## src/rtl/dzhp_pkg.sv

```systemverilog
// ----------------------------------------------------------------------------
// dzhp_pkg
// shared types, constants and the crc-32 byte step for the header parser
// ----------------------------------------------------------------------------
package dzhp_pkg;

  localparam int unsigned FifoDepth = 4;
  localparam int unsigned PtrW      = $clog2(FifoDepth);
  localparam int unsigned TdataW    = 168;

  localparam logic [7:0]  Magic0   = 8'h1f;
  localparam logic [7:0]  Magic1   = 8'h8b;
  localparam logic [7:0]  MethodDf = 8'd8;
  localparam logic [32:0] HlenInit = 33'd10;
  localparam logic [32:0] HlenMax  = 33'h1_ffff_ffff;
  localparam logic [31:0] CrcPoly  = 32'hedb8_8320;

  typedef enum logic [2:0] {
    ST_OK       = 3'd0,
    ST_NOT_GZ   = 3'd1,
    ST_BAD_METH = 3'd2,
    ST_NO_EXTRA = 3'd3,
    ST_BAD_CHNK = 3'd4,
    ST_RANGE    = 3'd5,
    ST_CRC      = 3'd6,
    ST_TRUNC    = 3'd7
  } status_e;

  typedef enum logic [12:0] {
    PH_FIXED   = 13'b0_0000_0000_0001,
    PH_XLEN    = 13'b0_0000_0000_0010,
    PH_SUBHDR  = 13'b0_0000_0000_0100,
    PH_CHLEN   = 13'b0_0000_0000_1000,
    PH_CHCNT   = 13'b0_0000_0001_0000,
    PH_TABLE   = 13'b0_0000_0010_0000,
    PH_XSKIP   = 13'b0_0000_0100_0000,
    PH_NAME    = 13'b0_0000_1000_0000,
    PH_COMMENT = 13'b0_0001_0000_0000,
    PH_HCRC    = 13'b0_0010_0000_0000,
    PH_DONE    = 13'b0_0100_0000_0000,
    PH_NOTGZ   = 13'b0_1000_0000_0000,
    PH_BADM    = 13'b1_0000_0000_0000
  } phase_e;

  // results of one byte: an optional chunk entry, then an optional summary
  typedef struct packed {
    logic        ent_v;
    logic [15:0] idx;
    logic [15:0] size;
    logic [31:0] offset;
    logic        sum_v;
    status_e     status;
    logic [31:0] hlen;
    logic [15:0] chlen;
    logic [15:0] chcnt;
    logic [31:0] pend;
  } rec_t;

  function automatic logic [31:0] crc_byte(logic [31:0] crc, logic [7:0] b);
    logic [31:0] c;
    c = ~crc ^ {24'd0, b};
    for (int i = 0; i < 8; i++) begin
      c = c[0] ? ((c >> 1) ^ CrcPoly) : (c >> 1);
    end
    return ~c;
  endfunction

endpackage

```

## src/rtl/dzhp_front.sv

```systemverilog
// ----------------------------------------------------------------------------
// dzhp_front
// byte-serial header parser: classifies each byte and builds its result record
// ----------------------------------------------------------------------------
module dzhp_front (
  input  logic                clk_i,
  input  logic                rst_ni,
  input  logic                cfg_we_i,
  input  logic [31:0]         cfg_wdata_i,
  input  logic                in_valid_i,
  output logic                in_ready_o,
  input  logic [7:0]          in_byte_i,
  input  logic                in_last_i,
  input  logic                q_space_i,
  output logic                q_push_o,
  output dzhp_pkg::rec_t      q_rec_o
);

  dzhp_pkg::phase_e phase_q, phase_d;
  logic [16:0] fbc_q, fbc_d;
  logic [7:0]  flags_q, flags_d;
  logic [7:0]  held_q, held_d;
  logic [15:0] chlen_q, chlen_d;
  logic [15:0] chcnt_q, chcnt_d;
  logic [32:0] psum_q, psum_d;
  logic [32:0] hlen_q, hlen_d;
  logic [31:0] crc_q, crc_d;
  logic        sdone_q, sdone_d;
  logic [31:0] fsize_q;

  logic        acc;
  logic        fin, crc_bad;
  logic [15:0] w;
  logic [16:0] nf;
  logic [32:0] xlen;
  logic [32:0] used;
  logic [34:0] pe8;
  dzhp_pkg::phase_e ph, nxt;
  dzhp_pkg::rec_t rec;

  function automatic logic [32:0] sat_add(logic [32:0] a, logic [16:0] v);
    logic [33:0] s;
    s = {1'b0, a} + {17'd0, v};
    return s[33] ? dzhp_pkg::HlenMax : s[32:0];
  endfunction

  function automatic dzhp_pkg::phase_e go_next(dzhp_pkg::phase_e from, logic [7:0] f);
    dzhp_pkg::phase_e r;
    r = dzhp_pkg::PH_DONE;
    priority if (from == dzhp_pkg::PH_XSKIP) begin
      if (f[3])      r = dzhp_pkg::PH_NAME;
      else if (f[4]) r = dzhp_pkg::PH_COMMENT;
      else if (f[1]) r = dzhp_pkg::PH_HCRC;
    end else if (from == dzhp_pkg::PH_NAME) begin
      if (f[4])      r = dzhp_pkg::PH_COMMENT;
      else if (f[1]) r = dzhp_pkg::PH_HCRC;
    end else begin
      if (f[1])      r = dzhp_pkg::PH_HCRC;
    end
    return r;
  endfunction

  assign in_ready_o = q_space_i;
  assign acc        = in_valid_i & q_space_i;
  assign w          = {in_byte_i, held_q};

  always_comb begin
    phase_d = phase_q;
    fbc_d   = fbc_q;
    flags_d = flags_q;
    held_d  = held_q;
    chlen_d = chlen_q;
    chcnt_d = chcnt_q;
    psum_d  = psum_q;
    hlen_d  = hlen_q;
    sdone_d = sdone_q;
    crc_d   = (phase_q != dzhp_pkg::PH_HCRC && phase_q != dzhp_pkg::PH_DONE) ?
              dzhp_pkg::crc_byte(crc_q, in_byte_i) : crc_q;
    rec     = '0;
    fin     = 1'b0;
    crc_bad = 1'b0;
    ph      = phase_q;
    nxt     = dzhp_pkg::PH_DONE;
    nf      = fbc_q + 17'd1;
    xlen    = hlen_q - 33'd12;
    used    = 33'd10 + {16'd0, chcnt_q, 1'b0};
    pe8     = '0;

    unique case (phase_q)
      dzhp_pkg::PH_FIXED, dzhp_pkg::PH_NOTGZ, dzhp_pkg::PH_BADM: begin
        if (fbc_q == 17'd0) held_d = in_byte_i;
        if (fbc_q == 17'd1 && (held_q != dzhp_pkg::Magic0 || in_byte_i != dzhp_pkg::Magic1))
          ph = dzhp_pkg::PH_NOTGZ;
        if (fbc_q == 17'd2 && ph == dzhp_pkg::PH_FIXED && in_byte_i != dzhp_pkg::MethodDf)
          ph = dzhp_pkg::PH_BADM;
        if (fbc_q == 17'd3) flags_d = in_byte_i;
        fbc_d   = nf;
        phase_d = ph;
        if (fbc_q >= 17'd9) begin
          priority if (ph == dzhp_pkg::PH_NOTGZ) begin
            rec.sum_v  = 1'b1;
            rec.status = dzhp_pkg::ST_NOT_GZ;
          end else if (ph == dzhp_pkg::PH_BADM) begin
            rec.sum_v  = 1'b1;
            rec.status = dzhp_pkg::ST_BAD_METH;
          end else if (!flags_d[2]) begin
            rec.sum_v  = 1'b1;
            rec.status = dzhp_pkg::ST_NO_EXTRA;
          end else begin
            phase_d = dzhp_pkg::PH_XLEN;
            fbc_d   = '0;
          end
        end
      end
      dzhp_pkg::PH_XLEN: begin
        if (fbc_q == 17'd0) begin
          held_d = in_byte_i;
          fbc_d  = 17'd1;
        end else begin
          hlen_d  = sat_add(hlen_q, {1'b0, w} + 17'd2);
          phase_d = dzhp_pkg::PH_SUBHDR;
          fbc_d   = '0;
        end
      end
      dzhp_pkg::PH_SUBHDR: begin
        fbc_d = nf;
        if (nf >= 17'd6) begin
          phase_d = dzhp_pkg::PH_CHLEN;
          fbc_d   = '0;
        end
      end
      dzhp_pkg::PH_CHLEN: begin
        if (fbc_q == 17'd0) begin
          held_d = in_byte_i;
          fbc_d  = 17'd1;
        end else begin
          chlen_d = w;
          phase_d = dzhp_pkg::PH_CHCNT;
          fbc_d   = '0;
        end
      end
      dzhp_pkg::PH_CHCNT: begin
        if (fbc_q == 17'd0) begin
          held_d = in_byte_i;
          fbc_d  = 17'd1;
        end else begin
          chcnt_d = w;
          if (chlen_q == 16'd0 || w == 16'd0) begin
            rec.sum_v  = 1'b1;
            rec.status = dzhp_pkg::ST_BAD_CHNK;
          end else begin
            phase_d = dzhp_pkg::PH_TABLE;
            fbc_d   = '0;
            psum_d  = '0;
          end
        end
      end
      dzhp_pkg::PH_TABLE: begin
        if (!fbc_q[0]) begin
          held_d = in_byte_i;
        end else begin
          rec.ent_v  = 1'b1;
          rec.idx    = fbc_q[16:1];
          rec.size   = w;
          rec.offset = psum_q[31:0];
          psum_d     = psum_q + {17'd0, w};
        end
        fbc_d = nf;
        if (!nf[0] && nf[16:1] >= chcnt_q) begin
          if (xlen > used) begin
            phase_d = dzhp_pkg::PH_XSKIP;
            fbc_d   = xlen[16:0] - used[16:0];
          end else begin
            fbc_d = '0;
            nxt   = go_next(dzhp_pkg::PH_XSKIP, flags_q);
            if (nxt == dzhp_pkg::PH_DONE) fin = 1'b1;
            else phase_d = nxt;
          end
        end
      end
      dzhp_pkg::PH_XSKIP: begin
        fbc_d = (fbc_q != 17'd0) ? fbc_q - 17'd1 : '0;
        if (fbc_d == 17'd0) begin
          nxt = go_next(dzhp_pkg::PH_XSKIP, flags_q);
          if (nxt == dzhp_pkg::PH_DONE) fin = 1'b1;
          else phase_d = nxt;
        end
      end
      dzhp_pkg::PH_NAME, dzhp_pkg::PH_COMMENT: begin
        hlen_d = sat_add(hlen_q, 17'd1);
        if (in_byte_i == 8'd0) begin
          fbc_d = '0;
          nxt   = go_next(phase_q, flags_q);
          if (nxt == dzhp_pkg::PH_DONE) fin = 1'b1;
          else phase_d = nxt;
        end
      end
      dzhp_pkg::PH_HCRC: begin
        if (fbc_q == 17'd0) begin
          held_d = in_byte_i;
          fbc_d  = 17'd1;
        end else begin
          hlen_d  = sat_add(hlen_q, 17'd2);
          fin     = 1'b1;
          crc_bad = (w != crc_q[15:0]);
        end
      end
      default: begin
      end
    endcase

    if (fin) begin
      pe8 = {2'b0, hlen_d} + {2'b0, psum_d} + 35'd8;
      rec.sum_v = 1'b1;
      priority if (crc_bad) rec.status = dzhp_pkg::ST_CRC;
      else if (hlen_d[32] || pe8 > {3'd0, fsize_q}) rec.status = dzhp_pkg::ST_RANGE;
      else rec.status = dzhp_pkg::ST_OK;
    end

    if (rec.sum_v) begin
      phase_d = dzhp_pkg::PH_DONE;
      sdone_d = 1'b1;
    end

    if (in_last_i && !sdone_d) begin
      rec.sum_v  = 1'b1;
      rec.status = dzhp_pkg::ST_TRUNC;
    end

    if (rec.sum_v && rec.status == dzhp_pkg::ST_OK) begin
      rec.hlen  = hlen_d[31:0];
      rec.chlen = chlen_d;
      rec.chcnt = chcnt_d;
      rec.pend  = hlen_d[31:0] + psum_d[31:0];
    end

    if (in_last_i) begin
      phase_d = dzhp_pkg::PH_FIXED;
      fbc_d   = '0;
      flags_d = '0;
      held_d  = '0;
      chlen_d = '0;
      chcnt_d = '0;
      psum_d  = '0;
      hlen_d  = dzhp_pkg::HlenInit;
      crc_d   = '0;
      sdone_d = 1'b0;
    end
  end

  assign q_push_o = acc & (rec.ent_v | rec.sum_v);
  assign q_rec_o  = rec;

  always_ff @(posedge clk_i or negedge rst_ni) begin
    if (!rst_ni) begin
      phase_q <= dzhp_pkg::PH_FIXED;
      fbc_q   <= '0;
      flags_q <= '0;
      held_q  <= '0;
      chlen_q <= '0;
      chcnt_q <= '0;
      psum_q  <= '0;
      hlen_q  <= dzhp_pkg::HlenInit;
      crc_q   <= '0;
      sdone_q <= 1'b0;
      fsize_q <= '0;
    end else begin
      if (acc) begin
        phase_q <= phase_d;
        fbc_q   <= fbc_d;
        flags_q <= flags_d;
        held_q  <= held_d;
        chlen_q <= chlen_d;
        chcnt_q <= chcnt_d;
        psum_q  <= psum_d;
        hlen_q  <= hlen_d;
        crc_q   <= crc_d;
        sdone_q <= sdone_d;
      end
      if (cfg_we_i) fsize_q <= cfg_wdata_i;
    end
  end

endmodule

```

## src/rtl/dzhp_fifo.sv

```systemverilog
// ----------------------------------------------------------------------------
// dzhp_fifo
// short record queue between the parser and the output stage
// ----------------------------------------------------------------------------
module dzhp_fifo (
  input  logic           clk_i,
  input  logic           rst_ni,
  input  logic           push_i,
  input  dzhp_pkg::rec_t push_rec_i,
  output logic           space_o,
  input  logic           pop_i,
  output logic           avail_o,
  output dzhp_pkg::rec_t head_o
);

  dzhp_pkg::rec_t mem_q [dzhp_pkg::FifoDepth];
  logic [dzhp_pkg::PtrW-1:0] wr_q, rd_q;
  logic [dzhp_pkg::PtrW:0]   cnt_q;

  assign space_o = (cnt_q != (dzhp_pkg::PtrW+1)'(dzhp_pkg::FifoDepth));
  assign avail_o = (cnt_q != '0);
  assign head_o  = mem_q[rd_q];

  always_ff @(posedge clk_i) begin
    if (push_i) mem_q[wr_q] <= push_rec_i;
  end

  always_ff @(posedge clk_i or negedge rst_ni) begin
    if (!rst_ni) begin
      wr_q  <= '0;
      rd_q  <= '0;
      cnt_q <= '0;
    end else begin
      if (push_i) wr_q <= wr_q + 1'b1;
      if (pop_i) rd_q <= rd_q + 1'b1;
      cnt_q <= cnt_q + (dzhp_pkg::PtrW+1)'(push_i) - (dzhp_pkg::PtrW+1)'(pop_i);
    end
  end

endmodule

```

## src/rtl/dzhp_back.sv

```systemverilog
// ----------------------------------------------------------------------------
// dzhp_back
// output stage: holds one record and sends its entry and summary in order
// ----------------------------------------------------------------------------
module dzhp_back (
  input  logic                        clk_i,
  input  logic                        rst_ni,
  input  logic                        avail_i,
  input  dzhp_pkg::rec_t              head_i,
  output logic                        pop_o,
  output logic                        m_axis_tvalid,
  input  logic                        m_axis_tready,
  output logic [dzhp_pkg::TdataW-1:0] m_axis_tdata,
  output logic                        m_axis_tlast,
  output logic                        m_axis_tuser
);

  dzhp_pkg::rec_t cur_q, cur_d;
  logic           vld_q, vld_d;
  logic           xfer, done;

  assign xfer = vld_q & m_axis_tready;
  assign done = xfer & ~(cur_q.ent_v & cur_q.sum_v);
  assign pop_o = avail_i & (~vld_q | done);

  always_comb begin
    cur_d = cur_q;
    vld_d = vld_q;
    if (xfer && !done) cur_d.ent_v = 1'b0;
    if (done) vld_d = 1'b0;
    if (pop_o) begin
      cur_d = head_i;
      vld_d = 1'b1;
    end
  end

  assign m_axis_tvalid = vld_q;
  assign m_axis_tuser  = ~cur_q.ent_v;
  assign m_axis_tlast  = ~(cur_q.ent_v & cur_q.sum_v);
  assign m_axis_tdata  = cur_q.ent_v ?
    {5'd0, 32'd0, 16'd0, 16'd0, 32'd0, cur_q.offset, cur_q.size, cur_q.idx,
     dzhp_pkg::ST_OK} :
    {5'd0, cur_q.pend, cur_q.chcnt, cur_q.chlen, cur_q.hlen, 32'd0, 16'd0, 16'd0,
     cur_q.status};

  always_ff @(posedge clk_i or negedge rst_ni) begin
    if (!rst_ni) begin
      vld_q <= 1'b0;
    end else begin
      vld_q <= vld_d;
    end
  end

  always_ff @(posedge clk_i) begin
    cur_q <= cur_d;
  end

endmodule

```

## src/rtl/dictzip_header_parser.sv

```systemverilog
// ----------------------------------------------------------------------------
// dictzip_header_parser
// one file byte per transfer; results go via the queue to the output register
// throughput 1 byte per cycle while the queue has room; two results go out in turn
// a 4-record queue lets the parser run ahead of a stalled output
// reset (rst_ni low, async) clears parser state, file size and the queue
// ----------------------------------------------------------------------------
module dictzip_header_parser (
  input  logic                        clk_i,
  input  logic                        rst_ni,
  input  logic                        cfg_we_i,
  input  logic [31:0]                 cfg_wdata_i,   // file_size
  input  logic                        s_axis_tvalid,
  output logic                        s_axis_tready,
  input  logic [7:0]                  s_axis_tdata,  // byte_value
  input  logic                        s_axis_tlast,
  output logic                        m_axis_tvalid,
  input  logic                        m_axis_tready,
  // status, chunk_index, packed_size, relative_offset, header_length,
  // chunk_length, chunk_count, payload_end, zero pad
  output logic [dzhp_pkg::TdataW-1:0] m_axis_tdata,
  output logic                        m_axis_tlast,
  output logic                        m_axis_tuser   // kind
);

  logic           space, push, pop, avail;
  dzhp_pkg::rec_t push_rec, head;

  dzhp_front u_front (
    .clk_i       (clk_i),
    .rst_ni      (rst_ni),
    .cfg_we_i    (cfg_we_i),
    .cfg_wdata_i (cfg_wdata_i),
    .in_valid_i  (s_axis_tvalid),
    .in_ready_o  (s_axis_tready),
    .in_byte_i   (s_axis_tdata),
    .in_last_i   (s_axis_tlast),
    .q_space_i   (space),
    .q_push_o    (push),
    .q_rec_o     (push_rec)
  );

  dzhp_fifo u_fifo (
    .clk_i      (clk_i),
    .rst_ni     (rst_ni),
    .push_i     (push),
    .push_rec_i (push_rec),
    .space_o    (space),
    .pop_i      (pop),
    .avail_o    (avail),
    .head_o     (head)
  );

  dzhp_back u_back (
    .clk_i         (clk_i),
    .rst_ni        (rst_ni),
    .avail_i       (avail),
    .head_i        (head),
    .pop_o         (pop),
    .m_axis_tvalid (m_axis_tvalid),
    .m_axis_tready (m_axis_tready),
    .m_axis_tdata  (m_axis_tdata),
    .m_axis_tlast  (m_axis_tlast),
    .m_axis_tuser  (m_axis_tuser)
  );

endmodule

```

## config.mk

```make
export PLATFORM = sky130hd
export DESIGN_NAME = dictzip_header_parser
export DESIGN_NICKNAME = d
export VERILOG_FILES = /design/src/rtl/dzhp_pkg.sv /design/src/rtl/dzhp_front.sv /design/src/rtl/dzhp_fifo.sv /design/src/rtl/dzhp_back.sv /design/src/rtl/dictzip_header_parser.sv
export SDC_FILE = /design/constraint.sdc
export NUM_CORES = 2
export LEC_CHECK = 0
export BUFFER_PORTS_ARGS = -buffer_cell sky130_fd_sc_hd__buf_2
export CAP_MARGIN = 20
export CORE_ASPECT_RATIO = 0.75
export CORE_MARGIN = 2
export CORE_UTILIZATION = 40
export DETAILED_ROUTE_END_ITERATION = 8
export PLACE_DENSITY = 0.63
export SYNTH_ARGS = -nofsm -noshare
export SYNTH_HDL_FRONTEND = slang
export SYNTH_SLANG_ARGS = --single-unit
```

## constraint.sdc

```tcl
create_clock -name clk_i -period 19.25 [get_ports clk_i]
set_input_delay 1.925 -clock clk_i [delete_from_list [all_inputs] [get_ports clk_i]]
set_output_delay 1.925 -clock clk_i [all_outputs]
set_load 0.01 [all_outputs]
```

==> results.py <==
metrics = {
    "status": {
        "status": "complete, no violations",
    },
    "sta": {
        "rsz0062_at_grt": "no",
        "worstMarginPinSlew_ns": 1.43,
        "slew_headroom_pct": 4.56,
        "fin_crit_sh_pct": 66.9,
        "period_needed_ns": 12.88,
        "drv_slew": 0,
        "fmax_mhz": 77.7,
        "finClkSkew_ns": 0.0531,
        "finalSetupTns_ns": 0,
        "setup_viol": 0,
        "finalHoldViolations": 0,
    },
    "cts": {
        "cts_tree": "built",
        "clock_sinks": 1038,
        "cts_hold_buf": 0,
        "path_clk_slew_ns": 0.07,
        "post_cts_buffers": 0,
        "clk_latency_ns": 0.76,
        "root_buffer": "clkbuf_16",
        "htree_levels": 3,
        "cts_resized": 0,
        "cts_buffer_depth": 3,
        "cts-buffers-inserted": 103,
    },
    "cells_and_area": {
        "nets": 4607,
        "final_core_util_pct": 45.1,
        "fillers": 11868,
        "syn_to_final_growth_pct": 12.0,
        "drive_gt1_share_pct": 15.4,
    },
    "yosys": {
        "synthCells": 4252,
        "synth_top_area_share_pct": 46.9,
        "synth-xor-area-share_pct": 4.43,
        "synth-edff-count": 825,
        "ys_seq_area_share_pct": 57.0,
        "postSynth.asyncResetShare_pct": 20.5,
        "syn_area_per_cell_sq_um": 12.4,
        "yosys_warnings": 0,
        "yosys-top-cells-area": "edfxtp_1 47%, dfrtp_1 10%, mux4_2 7.0%, ha_1 3.7%, xnor2_1 3.0%",
        "synth_mux_area_share_pct": 7.48,
        "synth.distinct_cells": 100,
        "yosysTopAreaCell": "edfxtp_1",
        "ys_ff_latch": 1038,
        "synthAdderAreaFrac_pct": 3.93,
        "synth_compound_area_share_pct": 10.9,
        "synth-simple-area-share_pct": 13.2,
        "synth_top_family_by_area": "simple AND/OR/NAND/NOR gates",
        "synthFlopType": "edfxtp_1",
        "syn_area_sq_mm": 0.0528,
    },
    "route": {
        "drt_pass1_iterations": 6,
        "drt-initial-drc-count": 4649,
        "routed_wl_mm": 158,
        "vias_per_cell": 5.91,
        "drc": 0,
        "via_count": 36947,
        "wl_per_cell_um": 25.3,
        "drtAntennaViolNets": 0,
    },
    "pwr": {
        "p_leak_nw": 21.7,
        "power_density_mw_per_mm2": 119,
        "sw_frac_of_total_pct": 31.6,
        "p_int_mw": 4.81,
        "pwr-share-comb_pct": 28.4,
        "ir_drop_mv": 0.111,
        "power_frac_seq_pct": 43.3,
        "pwr-share-clk_pct": 28.3,
        "p_switching_mw": 2.23,
    },
    "worst_setup_path": {
        "start_kind": "flip-flop",
        "critPathSlowestCell": "nor4_1",
        "r2r_setup_slack_ns": 6.37,
        "critPathMaxFanout": 53,
        "r2r-end": "u_fifo.mem_q[2][20]$_DFFE_PP_",
        "crit_type": "reg -> reg",
        "reg2reg_depth": 39,
        "cpPeakStageDelay_ns": 0.82,
        "end_kind": "flip-flop",
        "r2r_start": "u_front.fbc_q[0]$_DFFE_PN0P_",
        "required_ns": 19.68,
        "worstPathArrival_ns": 13.30,
    },
    "die": {
        "core-area_sq_mm": 0.131,
        "dieArea_sq_mm": 0.135,
        "std_cell_rows": 115,
        "die_h_um": 319,
        "die_w_um": 423,
        "start_util_pct": 40.3,
        "io_pins": 218,
    },
    "min_path": {
        "hold_path_depth": 2,
        "whs_endpoint": "u_front.flags_q[2]$_DFFE_PN0P_",
        "hold_start": "u_front.flags_q[2]$_DFFE_PN0P_",
        "worstHoldPathType": "reg -> reg",
    },
    "global_routing": {
        "grt_use_total_pct": 23.1,
        "grt_max_degree": 147,
        "grt_pass1_vias": 35195,
        "grt_pass1_wl_mm": 235,
        "overflow": 0,
        "antenna_found_initial": 6,
    },
    "flow_run": {
        "cap_violations": 0,
    },
    "place": {
        "dp_hpwl_mm": 112,
        "finalWeightedCongestion": 0.993,
        "io_buffers": 212,
    },
}
-- per-layer routing --
metal	wire (um)	global-route usage [%]	vias to the layer above
met2	66900	32.8	1695
met1	70700	34.4	18562
met3	15400	5.78	244
li1	-	-	16442
met5	33	0	-
met4	5260	7.53	4
-- power groups by stage --
stage               Clock (mW)  Sequential [mW]  Combinational, mW
floorplan                    0             3.06               1.38
global placement             0             3.09               2.01
detailed placement           0             3.10               2.02
CTS                       2.04             3.05               2.03
global route              2.13             3.08               2.17
finish                    1.99             3.05               2.00
-- cell families after synthesis --
| kind of cell | count (synthesis) |
|---|---|
| AO/OA/AOI/OAI | 872 |
| XOR/XNOR | 267 |
| adder cells (fa/ha/maj) | 163 |
| buffers and inverters | 412 |
| flip-flops | 1038 |
| multiplexers | 188 |
| other | 1 |
| AND/OR/NAND/NOR | 1311 |
-- cells in the final DEF (no fill, tap or decap), types with 22 or more instances in the layout --
| master | instances |
|---|---|
| edfxtp_1 | 825 |
| clkbuf_1 | 24 |
| a31oi_1 | 25 |
| a211oi_1 | 27 |
| mux4_2 | 165 |
| o31ai_1 | 33 |
| xor2_1 | 89 |
| a21o_1 | 75 |
| buf_4 | 79 |
| xnor2_1 | 178 |
| nor3_1 | 101 |
| a22o_1 | 74 |
| nor4_1 | 109 |
| and3_1 | 32 |
| and2_1 | 136 |
| a21oi_1 | 202 |
| nor2_1 | 190 |
| nand3_1 | 83 |
| buf_2 | 215 |
| mux2i_1 | 22 |
| nand4_1 | 69 |
| o21ai_0 | 226 |
| ha_1 | 156 |
| inv_1 | 149 |
| dfrtp_1 | 208 |
| clkbuf_16 | 104 |
| nor2b_1 | 112 |
| or3_1 | 25 |
| nand2_1 | 309 |
-- cell usage after synthesis (26+ instances only) --
cell and n:
o21ai_0 227, a21oi_1 204, ha_1 156, edfxtp_1 825, o31ai_1 33, nor3_1 101, nand2_1 310, or3_1 26
inv_1 149, xnor2_1 178, a21o_1 75, a22o_1 74, nand3_1 83, buf_1 30, clkbuf_1 209, a211oi_1 27
dfrtp_1 210, nor4_1 111, mux4_2 165, and2_1 140, and3_1 32, nand4_1 69, nor2b_1 112, nor2_1 192
xor2_1 89
-- flip-flops by register name (all words and copies together), names as in the netlist, 8 cells and up --
| register | flops |
|---|---|
| u_fifo.mem_q | 660 |
| u_back.cur_q | 165 |
| u_front.hlen_q | 33 |
| u_front.psum_q | 33 |
| u_front.crc_q | 32 |
| u_front.fsize_q | 32 |
| u_front.fbc_q | 17 |
| u_front.chcnt_q | 16 |
| u_front.chlen_q | 16 |
| u_front.phase_q | 13 |
| u_front.held_q | 8 |
-- final cells by class --
class | count | area (sq um) | share of cell area (%)
tap | 1755 | 2200 | 3.71
inverter | 151 | 567 | 0.958
clock buffer | 129 | 2710 | 4.58
timing repair buffer | 300 | 1750 | 2.97
sequential | 1038 | 30100 | 50.9
antenna | 5 | 12.5 | 0.0212
clock inverter | 63 | 624 | 1.06
multi-input combinational | 2806 | 21200 | 35.8
-- through the flow --
step	setup WS [ns]	hold slack [ns]	area (sq um)	instances	total power, mW
final	6.37	0.485	59100	6247	7.04
after global placement	6.15	0.472	55700	6041	5.10
after detailed placement	6.12	0.466	55800	6045	5.12
after floorplan	6.97	0.448	52800	4256	4.44
after CTS	6.86	0.480	59100	6237	7.13
after global routing	5.71	0.511	59100	6242	7.38
-- critical path: cells and delay by family, from the launching register on --
family,cells,cell delay [ns]
simple gates,19,6.40
compound gates,9,2.73
buf+inv,6,1.64
fa+ha+maj,3,0.98
xor+xnor,2,0.37
flops,1,0.36
-- how the worst max path moves through the flow --
stage / slack, ns / to / start
floorplan: 6.97 / u_fifo.cnt_q[2]$_DFF_PN0_ / m_axis_tready
global placement: 6.15 / u_fifo.mem_q[0][72]$_DFFE_PP_ / s_axis_tdata[4]
detailed placement: 6.12 / u_fifo.mem_q[1][20]$_DFFE_PP_ / s_axis_tdata[4]
CTS: 6.86 / u_fifo.mem_q[0][20]$_DFFE_PP_ / s_axis_tdata[4]
global route: 5.71 / u_fifo.mem_q[3][20]$_DFFE_PP_ / s_axis_tdata[4]
finish: 6.37 / u_fifo.mem_q[2][20]$_DFFE_PP_ / u_front.fbc_q[0]$_DFFE_PN0P_
Note: power is estimated with default switching activity, not from simulation.
